<file path="src/rtl/tmb_pkg.sv">
// Shared types and constants for the timer bank.
// Holds the command and event codes, the queued request record and default sizes.
// No dependencies; every other file of the block uses it.
`default_nettype none

package tmb_pkg;

   // Default sizes handed down from the top level.
   localparam int NUM_SLOTS_DEF  = 16;
   localparam int TIME_WIDTH_DEF = 32;

   // Fixed field widths of the request and response channels.
   localparam int DELTA_W     = 16;
   localparam int DURATION_W  = 32;
   localparam int SLOT_ID_W   = 4;
   localparam int REQ_TDATA_W = 56;
   localparam int REQ_TUSER_W = 2;
   localparam int RSP_TDATA_W = 8;
   localparam int RSP_TUSER_W = 3;

   // Request commands.
   typedef enum logic [1:0] {
      CMD_TICK   = 2'd0,
      CMD_ADD    = 2'd1,
      CMD_REMOVE = 2'd2,
      CMD_CLEAR  = 2'd3
   } cmd_type;

   // Response event codes.
   typedef enum logic [2:0] {
      EV_ADDED     = 3'd0,
      EV_FULL      = 3'd1,
      EV_FIRED     = 3'd2,
      EV_TICK_DONE = 3'd3,
      EV_DONE      = 3'd4
   } event_type;

   // One classified request as it waits in the queue.
   typedef struct packed {
      cmd_type                 cmd;
      logic [DELTA_W-1:0]      delta;
      logic [DURATION_W-1:0]   duration;
      logic                    periodic;
      logic [SLOT_ID_W-1:0]    slot_id;
      logic                    rm_in_range;
   } req_type;

   // Execution states of the back end.
   typedef enum logic [2:0] {
      ST_IDLE,
      ST_ADD_SCAN,
      ST_TICK_READ,
      ST_TICK_SUM,
      ST_TICK_CHECK,
      ST_TICK_DONE
   } back_state_type;

endpackage

`default_nettype wire

</file>
<file path="src/rtl/tmb_front.sv">
// Front end of the timer bank: accepts requests, classifies them and queues them.
// Uses tmb_pkg for the request record and the command codes.
// Feeds a two-entry queue that the back end drains.
`default_nettype none

module tmb_front #(
   parameter int NUM_SLOTS = tmb_pkg::NUM_SLOTS_DEF
) (
   input  wire logic                           clock,
   input  wire logic                           reset,
   input  wire logic                           req_tvalid,
   output logic                                req_tready,
   // tdata: delta[15:0], duration[47:16], periodic[48], slot_id[52:49], zero fill
   input  wire logic [tmb_pkg::REQ_TDATA_W-1:0] req_tdata,
   // tuser: command[1:0]
   input  wire logic [tmb_pkg::REQ_TUSER_W-1:0] req_tuser,
   output logic                                q_valid,
   output tmb_pkg::req_type                    q_data,
   input  wire logic                           q_pop
);

   localparam int IDX_W = $clog2(NUM_SLOTS);
   localparam int CMP_W = ((IDX_W > tmb_pkg::SLOT_ID_W) ? IDX_W : tmb_pkg::SLOT_ID_W) + 1;

   tmb_pkg::req_type q_ff [2];
   logic             wr_ptr_ff, wr_ptr_in;
   logic             rd_ptr_ff, rd_ptr_in;
   logic [1:0]       count_ff, count_in;
   tmb_pkg::req_type req_class;
   logic             push;

   // Unpack the request and decide whether a remove targets an existing slot.
   always_comb begin
      req_class.cmd         = tmb_pkg::cmd_type'(req_tuser);
      req_class.delta       = req_tdata[15:0];
      req_class.duration    = req_tdata[47:16];
      req_class.periodic    = req_tdata[48];
      req_class.slot_id     = req_tdata[52:49];
      req_class.rm_in_range = CMP_W'(req_tdata[52:49]) < CMP_W'(NUM_SLOTS);
   end

   assign req_tready = (count_ff != 2'd2);
   assign push       = req_tvalid && req_tready;
   assign q_valid    = (count_ff != 2'd0);
   assign q_data     = q_ff[rd_ptr_ff];

   // Queue pointers and fill count.
   always_comb begin
      wr_ptr_in = wr_ptr_ff ^ push;
      rd_ptr_in = rd_ptr_ff ^ q_pop;
      count_in  = count_ff;
      if (push && !q_pop) begin
         count_in = count_ff + 2'd1;
      end else if (!push && q_pop) begin
         count_in = count_ff - 2'd1;
      end
   end

   always_ff @(posedge clock) begin
      if (reset) begin
         wr_ptr_ff <= 1'b0;
         rd_ptr_ff <= 1'b0;
         count_ff  <= 2'd0;
      end else begin
         wr_ptr_ff <= wr_ptr_in;
         rd_ptr_ff <= rd_ptr_in;
         count_ff  <= count_in;
      end
   end

   // Queue storage holds payload only.
   always_ff @(posedge clock) begin
      if (push) begin
         q_ff[wr_ptr_ff] <= req_class;
      end
   end

endmodule

`default_nettype wire

</file>
<file path="src/rtl/tmb_back.sv">
// Back end of the timer bank: executes queued requests against the slot state.
// Uses tmb_pkg; holds the flag bits, the elapsed and period memories and the
// response register.
`default_nettype none

module tmb_back #(
   parameter int NUM_SLOTS  = tmb_pkg::NUM_SLOTS_DEF,
   parameter int TIME_WIDTH = tmb_pkg::TIME_WIDTH_DEF
) (
   input  wire logic                            clock,
   input  wire logic                            reset,
   input  wire logic                            q_valid,
   input  wire tmb_pkg::req_type                q_data,
   output logic                                 q_pop,
   output logic                                 rsp_tvalid,
   input  wire logic                            rsp_tready,
   // tdata: timer_id[3:0], zero fill
   output logic [tmb_pkg::RSP_TDATA_W-1:0]      rsp_tdata,
   // tuser: event_res[2:0]
   output logic [tmb_pkg::RSP_TUSER_W-1:0]      rsp_tuser,
   output logic                                 rsp_tlast
);

   localparam int IDX_W = $clog2(NUM_SLOTS);
   localparam int SUM_W = ((TIME_WIDTH > tmb_pkg::DELTA_W) ? TIME_WIDTH : tmb_pkg::DELTA_W) + 1;
   localparam logic [IDX_W-1:0] LAST_IDX = IDX_W'(NUM_SLOTS - 1);

   tmb_pkg::back_state_type state_ff, state_in;
   logic [IDX_W-1:0]        idx_ff, idx_in;
   logic [NUM_SLOTS-1:0]    active_ff, active_in;
   logic [NUM_SLOTS-1:0]    pend_ff, pend_in;
   logic [NUM_SLOTS-1:0]    reload_ff, reload_in;
   logic                    rsp_valid_ff, rsp_valid_in;
   tmb_pkg::event_type      rsp_event_ff;
   logic [3:0]              rsp_id_ff;
   logic                    rsp_last_ff;
   logic [TIME_WIDTH-1:0]   sum_ff, sum_in;
   logic [TIME_WIDTH-1:0]   elap_rd_ff;
   logic [TIME_WIDTH-1:0]   per_rd_ff;

   // Slot memories: written and read at the current scan index.
   logic [TIME_WIDTH-1:0]   elapsed_mem [NUM_SLOTS];
   logic [TIME_WIDTH-1:0]   period_mem  [NUM_SLOTS];

   logic                    out_free;
   logic                    emit;
   tmb_pkg::event_type      emit_event;
   logic [3:0]              emit_id;
   logic                    emit_last;
   logic                    we_elap;
   logic                    we_per;
   logic [TIME_WIDTH-1:0]   elap_wd;
   logic [TIME_WIDTH-1:0]   per_wd;
   logic [IDX_W-1:0]        rm_idx;
   logic                    slot_free;
   logic                    slot_run;
   logic [SUM_W-1:0]        sum_wide;
   logic [TIME_WIDTH-1:0]   sum_sat;
   logic                    hit;

   assign out_free  = !rsp_valid_ff || rsp_tready;
   assign rm_idx    = IDX_W'(q_data.slot_id);
   assign slot_free = !active_ff[idx_ff] && !pend_ff[idx_ff];
   assign slot_run  = active_ff[idx_ff] && !pend_ff[idx_ff];

   // Saturating add of the tick delta to the elapsed time read from memory.
   assign sum_wide = SUM_W'(elap_rd_ff) + SUM_W'(q_data.delta);
   assign sum_sat  = (|sum_wide[SUM_W-1:TIME_WIDTH]) ? '1 : sum_wide[TIME_WIDTH-1:0];

   // The registered sum is compared with the period in the next cycle.
   assign hit = (sum_ff >= per_rd_ff);

   // Sequencer: next state, flag updates, memory writes and responses.
   always_comb begin
      state_in     = state_ff;
      idx_in       = idx_ff;
      active_in    = active_ff;
      pend_in      = pend_ff;
      reload_in    = reload_ff;
      sum_in       = sum_ff;
      q_pop        = 1'b0;
      emit         = 1'b0;
      emit_event   = tmb_pkg::EV_DONE;
      emit_id      = 4'd0;
      emit_last    = 1'b1;
      we_elap      = 1'b0;
      we_per       = 1'b0;
      elap_wd      = sum_ff;
      per_wd       = TIME_WIDTH'(q_data.duration);

      unique case (state_ff)
         tmb_pkg::ST_IDLE: begin
            if (q_valid) begin
               unique case (q_data.cmd)
                  tmb_pkg::CMD_TICK: begin
                     idx_in   = '0;
                     state_in = tmb_pkg::ST_TICK_READ;
                  end
                  tmb_pkg::CMD_ADD: begin
                     idx_in   = '0;
                     state_in = tmb_pkg::ST_ADD_SCAN;
                  end
                  tmb_pkg::CMD_REMOVE: begin
                     if (out_free) begin
                        if (q_data.rm_in_range && active_ff[rm_idx]) begin
                           pend_in[rm_idx] = 1'b1;
                        end
                        emit  = 1'b1;
                        q_pop = 1'b1;
                     end
                  end
                  tmb_pkg::CMD_CLEAR: begin
                     if (out_free) begin
                        active_in = '0;
                        pend_in   = '0;
                        emit      = 1'b1;
                        q_pop     = 1'b1;
                     end
                  end
               endcase
            end
         end

         // Walk the slots from the lowest id until a free one turns up or the last one is taken.
         tmb_pkg::ST_ADD_SCAN: begin
            if (slot_free) begin
               if (out_free) begin
                  active_in[idx_ff] = 1'b1;
                  reload_in[idx_ff] = q_data.periodic;
                  we_per            = 1'b1;
                  we_elap           = 1'b1;
                  elap_wd           = '0;
                  emit              = 1'b1;
                  emit_event        = tmb_pkg::EV_ADDED;
                  emit_id           = 4'(idx_ff);
                  q_pop             = 1'b1;
                  state_in          = tmb_pkg::ST_IDLE;
               end
            end else if (idx_ff == LAST_IDX) begin
               if (out_free) begin
                  emit       = 1'b1;
                  emit_event = tmb_pkg::EV_FULL;
                  q_pop      = 1'b1;
                  state_in   = tmb_pkg::ST_IDLE;
               end
            end else begin
               idx_in = idx_ff + IDX_W'(1);
            end
         end

         // Skip slots that are idle or pending; a running slot starts its read.
         tmb_pkg::ST_TICK_READ: begin
            if (slot_run) begin
               state_in = tmb_pkg::ST_TICK_SUM;
            end else if (idx_ff == LAST_IDX) begin
               state_in = tmb_pkg::ST_TICK_DONE;
            end else begin
               idx_in = idx_ff + IDX_W'(1);
            end
         end

         tmb_pkg::ST_TICK_SUM: begin
            sum_in   = sum_sat;
            state_in = tmb_pkg::ST_TICK_CHECK;
         end

         // Write back the new elapsed time and report a firing slot.
         tmb_pkg::ST_TICK_CHECK: begin
            if (!hit || out_free) begin
               we_elap = 1'b1;
               if (hit) begin
                  emit       = 1'b1;
                  emit_event = tmb_pkg::EV_FIRED;
                  emit_id    = 4'(idx_ff);
                  emit_last  = 1'b0;
                  if (reload_ff[idx_ff]) begin
                     elap_wd = '0;
                  end else begin
                     pend_in[idx_ff] = 1'b1;
                  end
               end
               if (idx_ff == LAST_IDX) begin
                  state_in = tmb_pkg::ST_TICK_DONE;
               end else begin
                  idx_in   = idx_ff + IDX_W'(1);
                  state_in = tmb_pkg::ST_TICK_READ;
               end
            end
         end

         // Free every pending slot and close the tick.
         tmb_pkg::ST_TICK_DONE: begin
            if (out_free) begin
               active_in  = active_ff & ~pend_ff;
               pend_in    = '0;
               emit       = 1'b1;
               emit_event = tmb_pkg::EV_TICK_DONE;
               q_pop      = 1'b1;
               state_in   = tmb_pkg::ST_IDLE;
            end
         end

         default: begin
            state_in = tmb_pkg::ST_IDLE;
         end
      endcase
   end

   // Response register: loads when empty or being taken.
   assign rsp_valid_in = emit || (rsp_valid_ff && !rsp_tready);

   always_ff @(posedge clock) begin
      if (reset) begin
         state_ff     <= tmb_pkg::ST_IDLE;
         idx_ff       <= '0;
         active_ff    <= '0;
         pend_ff      <= '0;
         reload_ff    <= '0;
         rsp_valid_ff <= 1'b0;
      end else begin
         state_ff     <= state_in;
         idx_ff       <= idx_in;
         active_ff    <= active_in;
         pend_ff      <= pend_in;
         reload_ff    <= reload_in;
         rsp_valid_ff <= rsp_valid_in;
      end
   end

   // Payload registers.
   always_ff @(posedge clock) begin
      sum_ff <= sum_in;
      if (emit) begin
         rsp_event_ff <= emit_event;
         rsp_id_ff    <= emit_id;
         rsp_last_ff  <= emit_last;
      end
   end

   // Slot memories with registered read data.
   always_ff @(posedge clock) begin
      if (we_elap) begin
         elapsed_mem[idx_ff] <= elap_wd;
      end
      if (we_per) begin
         period_mem[idx_ff] <= per_wd;
      end
      elap_rd_ff <= elapsed_mem[idx_ff];
      per_rd_ff  <= period_mem[idx_ff];
   end

   assign rsp_tvalid = rsp_valid_ff;
   assign rsp_tdata  = tmb_pkg::RSP_TDATA_W'(rsp_id_ff);
   assign rsp_tuser  = rsp_event_ff;
   assign rsp_tlast  = rsp_last_ff;

endmodule

`default_nettype wire

</file>
<file path="src/rtl/multi_channel_software_timer_bank.sv">
// Timer bank of NUM_SLOTS one-shot or periodic timers with a stream request port
// and a stream response port. Requests are queued two deep in front, so the
// request side keeps flowing while a response waits, until both entries fill. An
// add walks the slots from id zero, one per cycle. A tick walks every slot through
// the slot memory: an idle or pending slot is skipped, and a running one is read,
// added to, then compared and written back; the tick is then closed. Remove and
// clear are done straight from idle. A stalled response port holds the walk only
// at a slot whose response is due.
// Uses tmb_pkg, tmb_front and tmb_back.
`default_nettype none

module multi_channel_software_timer_bank #(
   parameter int NUM_SLOTS  = tmb_pkg::NUM_SLOTS_DEF,
   parameter int TIME_WIDTH = tmb_pkg::TIME_WIDTH_DEF
) (
   input  wire logic                            clock,
   input  wire logic                            reset,
   input  wire logic                            req_tvalid,
   output logic                                 req_tready,
   // tdata: delta[15:0], duration[47:16], periodic[48], slot_id[52:49], zero fill
   input  wire logic [tmb_pkg::REQ_TDATA_W-1:0] req_tdata,
   // tuser: command[1:0]
   input  wire logic [tmb_pkg::REQ_TUSER_W-1:0] req_tuser,
   output logic                                 rsp_tvalid,
   input  wire logic                            rsp_tready,
   // tdata: timer_id[3:0], zero fill
   output logic [tmb_pkg::RSP_TDATA_W-1:0]      rsp_tdata,
   // tuser: event_res[2:0]
   output logic [tmb_pkg::RSP_TUSER_W-1:0]      rsp_tuser,
   output logic                                 rsp_tlast
);

   logic             q_valid;
   tmb_pkg::req_type q_data;
   logic             q_pop;

   // Request intake and queue.
   tmb_front #(
      .NUM_SLOTS (NUM_SLOTS)
   ) u_front (
      .clock      (clock),
      .reset      (reset),
      .req_tvalid (req_tvalid),
      .req_tready (req_tready),
      .req_tdata  (req_tdata),
      .req_tuser  (req_tuser),
      .q_valid    (q_valid),
      .q_data     (q_data),
      .q_pop      (q_pop)
   );

   // Request execution and responses.
   tmb_back #(
      .NUM_SLOTS  (NUM_SLOTS),
      .TIME_WIDTH (TIME_WIDTH)
   ) u_back (
      .clock      (clock),
      .reset      (reset),
      .q_valid    (q_valid),
      .q_data     (q_data),
      .q_pop      (q_pop),
      .rsp_tvalid (rsp_tvalid),
      .rsp_tready (rsp_tready),
      .rsp_tdata  (rsp_tdata),
      .rsp_tuser  (rsp_tuser),
      .rsp_tlast  (rsp_tlast)
   );

endmodule

`default_nettype wire

</file>
<file path="config.mk">
export PLATFORM = sky130hd
export DESIGN_NAME = multi_channel_software_timer_bank
export DESIGN_NICKNAME = d
export VERILOG_FILES = /design/src/rtl/tmb_pkg.sv /design/src/rtl/tmb_front.sv /design/src/rtl/tmb_back.sv /design/src/rtl/multi_channel_software_timer_bank.sv
export SDC_FILE = /design/constraint.sdc
export NUM_CORES = 1
export LEC_CHECK = 0
export BUFFER_PORTS_ARGS = -buffer_cell sky130_fd_sc_hd__buf_2
export CORE_ASPECT_RATIO = 0.8
export CORE_MARGIN = 5
export CORE_UTILIZATION = 60
export DETAILED_ROUTE_END_ITERATION = 16
export PLACE_DENSITY = 0.74
export SETUP_SLACK_MARGIN = 0.4
export SLEW_MARGIN = 25
export SYNTH_ARGS = -nofsm -noshare
export SYNTH_HDL_FRONTEND = slang
export SYNTH_HIERARCHICAL = 1
export SYNTH_SLANG_ARGS = --single-unit
</file>
<file path="constraint.sdc">
create_clock -name clock -period 9.9 [get_ports clock]
set_input_delay 1.485 -clock clock [delete_from_list [all_inputs] [get_ports clock]]
set_output_delay 1.485 -clock clock [all_outputs]
set_load 0.03 [all_outputs]
</file>
==> flow_metrics.py <==
metrics = {
    "status": {
        "status": "completed",
    },
    "global_routing": {
        "grt_pass1_wl_um": 172000,
        "grt_max_degree": 98,
        "grt_pass1_vias": 26421,
        "grt_remaining_overflow": 0,
        "antenna_found_initial": 2,
        "grt.total_usage_pct": 25.7,
    },
    "drt": {
        "drt-initial-drc-count": 3631,
        "viasPerCell": 6.61,
        "dr_wl_met2_um": 56300,
        "post_drt_wl_per_cell_um": 29.5,
        "vias": 26088,
        "dr.pass1.iters": 6,
        "drt-met1-wl_um": 45900,
        "drt-total-wl_um": 117000,
        "drc": 0,
        "wl_met3_um": 11500,
        "top_layer": "met4",
        "antenna_left": 0,
    },
    "final_layout": {
        "final_nets": 2832,
        "syn_to_final_growth_pct": 11.5,
        "drive_gt1_share_pct": 27.3,
        "seqCellArea_mm2": 0.0378,
        "fillCellCount": 5341,
        "fin_util_pct": 67.2,
        "multi_input_area_mm2": 0.0132,
    },
    "cts": {
        "cts_hold_buf": 0,
        "path_clk_slew_ns": 0.06,
        "htreeDepth": 3,
        "clk_latency_ns": 0.71,
        "tritoncts": "done",
        "cts-buffers-inserted": 118,
        "cts.sinks": 1298,
        "cts_root_buffer": "clkbuf_16",
        "clk_path_buf_depth": 3,
        "postCtsSetupRepairBufs": 0,
        "cts_resized": 0,
    },
    "timing": {
        "rsz0062_at_grt": "false",
        "slew_viol_final": 0,
        "min_period_ns": 4.98,
        "finalSetupTns_ns": 0,
        "max_freq_mhz": 201,
        "tightest_slew_ns": 1.10,
        "setup_viol_count_final": 0,
        "finalHoldViolations": 0,
        "finClkSkew_ns": 0.0400,
        "layout_worst_path_cycle_share_pct": 50.3,
        "relSlewSlack_pct": 26.8,
    },
    "die": {
        "rows": 96,
        "die_area_mm2": 0.0919,
        "die_w_um": 338,
        "num_io_pins": 76,
        "dieHeight_um": 272,
        "core-area_mm2": 0.0855,
        "initial_core_util_pct": 60.3,
    },
    "logic_synthesis": {
        "synthCells": 2609,
        "synth.area.top_cells": "edfxtp_1 (68%), mux4_2 (14%), dfxtp_1 (4.8%)",
        "ys_async_sr_fraction_pct": 0,
        "yosys_warnings": 6,
        "netlist_area_mm2": 0.0515,
        "synth_top_cell_area_share_pct": 68.4,
        "syn_area_per_cell_um2": 19.8,
        "synth_edf_count": 1174,
        "synth.yosys.seq_area_share_pct": 73.2,
        "ys_ff_latch": 1298,
        "yosys_most_used_dff": "edfxtp_1",
        "post_synth_num_cell_types": 79,
        "yosysTopAreaCell": "edfxtp_1",
    },
    "setup_path": {
        "cp_max_fo": 59,
        "cp.depth": 9,
        "worst_setup_path_start_kind": "flop",
        "required_ns": 10.23,
        "cp.arrival_ns": 5.31,
        "rr_worst_depth": 9,
        "crit_type": "reg2reg",
        "cp-end-kind": "flop",
        "cpMostUsedCell": "buf_4",
        "path_cells": "buf_4 > nor4b_1 > a311o_1 > o32ai_2 > or2_1 > nor3_4 > a21oi_4 > nor2_4 > buf_4",
        "cp_top_family": "simple AND/OR/NAND/NOR gates",
        "slowest_delay_ns": 0.79,
        "slowest_stage": "nor3_4",
        "cp_num_buf_inv": 2,
    },
    "worst_hold_path": {
        "hold_depth": 2,
        "hold_class": "reg2reg",
    },
    "job": {
        "cap_violations": 0,
    },
    "pwr": {
        "leakagePower_uw": 0.0183,
        "power_density_mw_per_mm2": 256,
        "ir_worst_vdd_mv": 0.317,
    },
    "placement": {
        "gp_congestion": 0.909,
        "portBuffers": 68,
        "hpwl_um": 62600,
    },
}
worst reg2reg max path: cells and delay by family (launching register included):
kind	cells	cell delay [ns]
simple gates	4	2.08
compound gates	3	0.58
buf+inv	2	1.32
flops	1	0.63
synth_stat cells, types with 9 or more instances:
library cell and n:
mux2_4 40, nand4_1 23, nor2_1 95, mux2i_1 17, mux2_2 22, buf_4 10, edfxtp_1 1174, nand3_1 16
nand2_1 81, clkbuf_1 63, mux4_2 330, nor2b_1 47, buf_2 21, o211ai_1 15, dfxtp_1 124, and3_1 12
o21ai_0 56, ha_1 55, a21o_1 9, nor3_1 15, inv_1 58, o221a_2 12, buf_1 38, buf_6 9
a221oi_1 12, a21oi_1 109
report_power, final:
group | internal (uW) | switching [uW]
clock | 2760 | 1970
combinational | 1380 | 1780
sequential | 6610 | 239
total | 10800 | 3990
flip-flops by register name, summed over array words and instances, names as in the netlist, 32 cells and up:
signal	count
u_back/elap_rd_ff	32
u_back/per_rd_ff	32
u_back/sum_ff	32
u_back/period_mem	512
u_front/q_ff	110
u_back/elapsed_mem	512
area by class of cell:
type                            count  area share (%)
Clock inverter                     68            1.45
Tap cell                         1127            2.45
Multi-Input combinational cell   1112            23.0
Clock buffer                      156            5.67
Inverter                           61           0.398
Sequential cell                  1298            65.7
Antenna cell                        1         0.00435
Timing Repair Buffer              123            1.37
cell families (layout without fill, tap and decap cells):
group | Yosys count | after routing | synth area share (%)
compound gates | 286 | 286 | 3.65
fa+ha+maj | 56 | 56 | 1.37
simple gates | 341 | 341 | 3.35
flops | 1298 | 1298 | 73.2
xor+xnor | 11 | 11 | 0.187
other cells | 2 | 6 | 0.0146
mux | 413 | 413 | 16.5
buf+inv | 202 | 408 | 1.73
stage by stage:
stage / hold WS [ns] / std cells / total power, uW / worst slack (ns) / instance area, um^2
3_5_place_dp: 0.475 / 3721 / 10100 / 4.99 / 53400
5_1_grt: 0.503 / 3946 / 15400 / 4.76 / 57500
6_report: 0.488 / 3946 / 14700 / 4.92 / 57500
3_3_place_gp: 0.458 / 3720 / 9940 / 4.86 / 53400
2_1_floorplan: 0.451 / 2612 / 9220 / 5.79 / 51600
4_1_cts: 0.484 / 3945 / 14800 / 4.96 / 57500
placed cells by master, fill, tap and decap left out, types with 8 or more instances in the layout:
cell type	count
a21o_1	9
a21oi_1	108
a221oi_1	12
a31oi_1	8
and3_1	12
buf_2	68
buf_4	52
bufinv_16	17
clkbuf_1	24
clkbuf_16	120
clkbuf_8	12
clkinv_1	19
clkinv_2	22
dfxtp_1	119
edfxtp_1	1174
ha_1	53
inv_1	56
mux2_2	22
mux2_4	40
mux2i_1	17
mux4_2	330
nand2_1	80
nand2b_1	8
nand3_1	16
nand4_1	23
nor2_1	65
nor2_4	30
nor2b_1	44
nor3_1	14
nor3b_1	8
o211ai_1	15
o21ai_0	56
o221a_2	12
xor2_1	8
path summary, 6_finish.rpt:
kind / end / from / slack, ns
max: u_back/elapsed_mem[11][25] / u_back/idx_ff[1] / 4.92
min reg2reg: u_back/reload_ff[12] / u_back/reload_ff[12] / 0.49
min: u_back/reload_ff[12] / u_back/reload_ff[12] / 0.49
max reg2reg: u_back/elapsed_mem[11][25] / u_back/idx_ff[1] / 4.92
metal layers:
layer / vias up / GRT usage, %
met5: - / 0
met4: 0 / 6.21
met3: 218 / 5.45
met2: 1472 / 40.7
met1: 13480 / 37.6
li1: 10918 / -
Power figures use the tool's default switching activity.
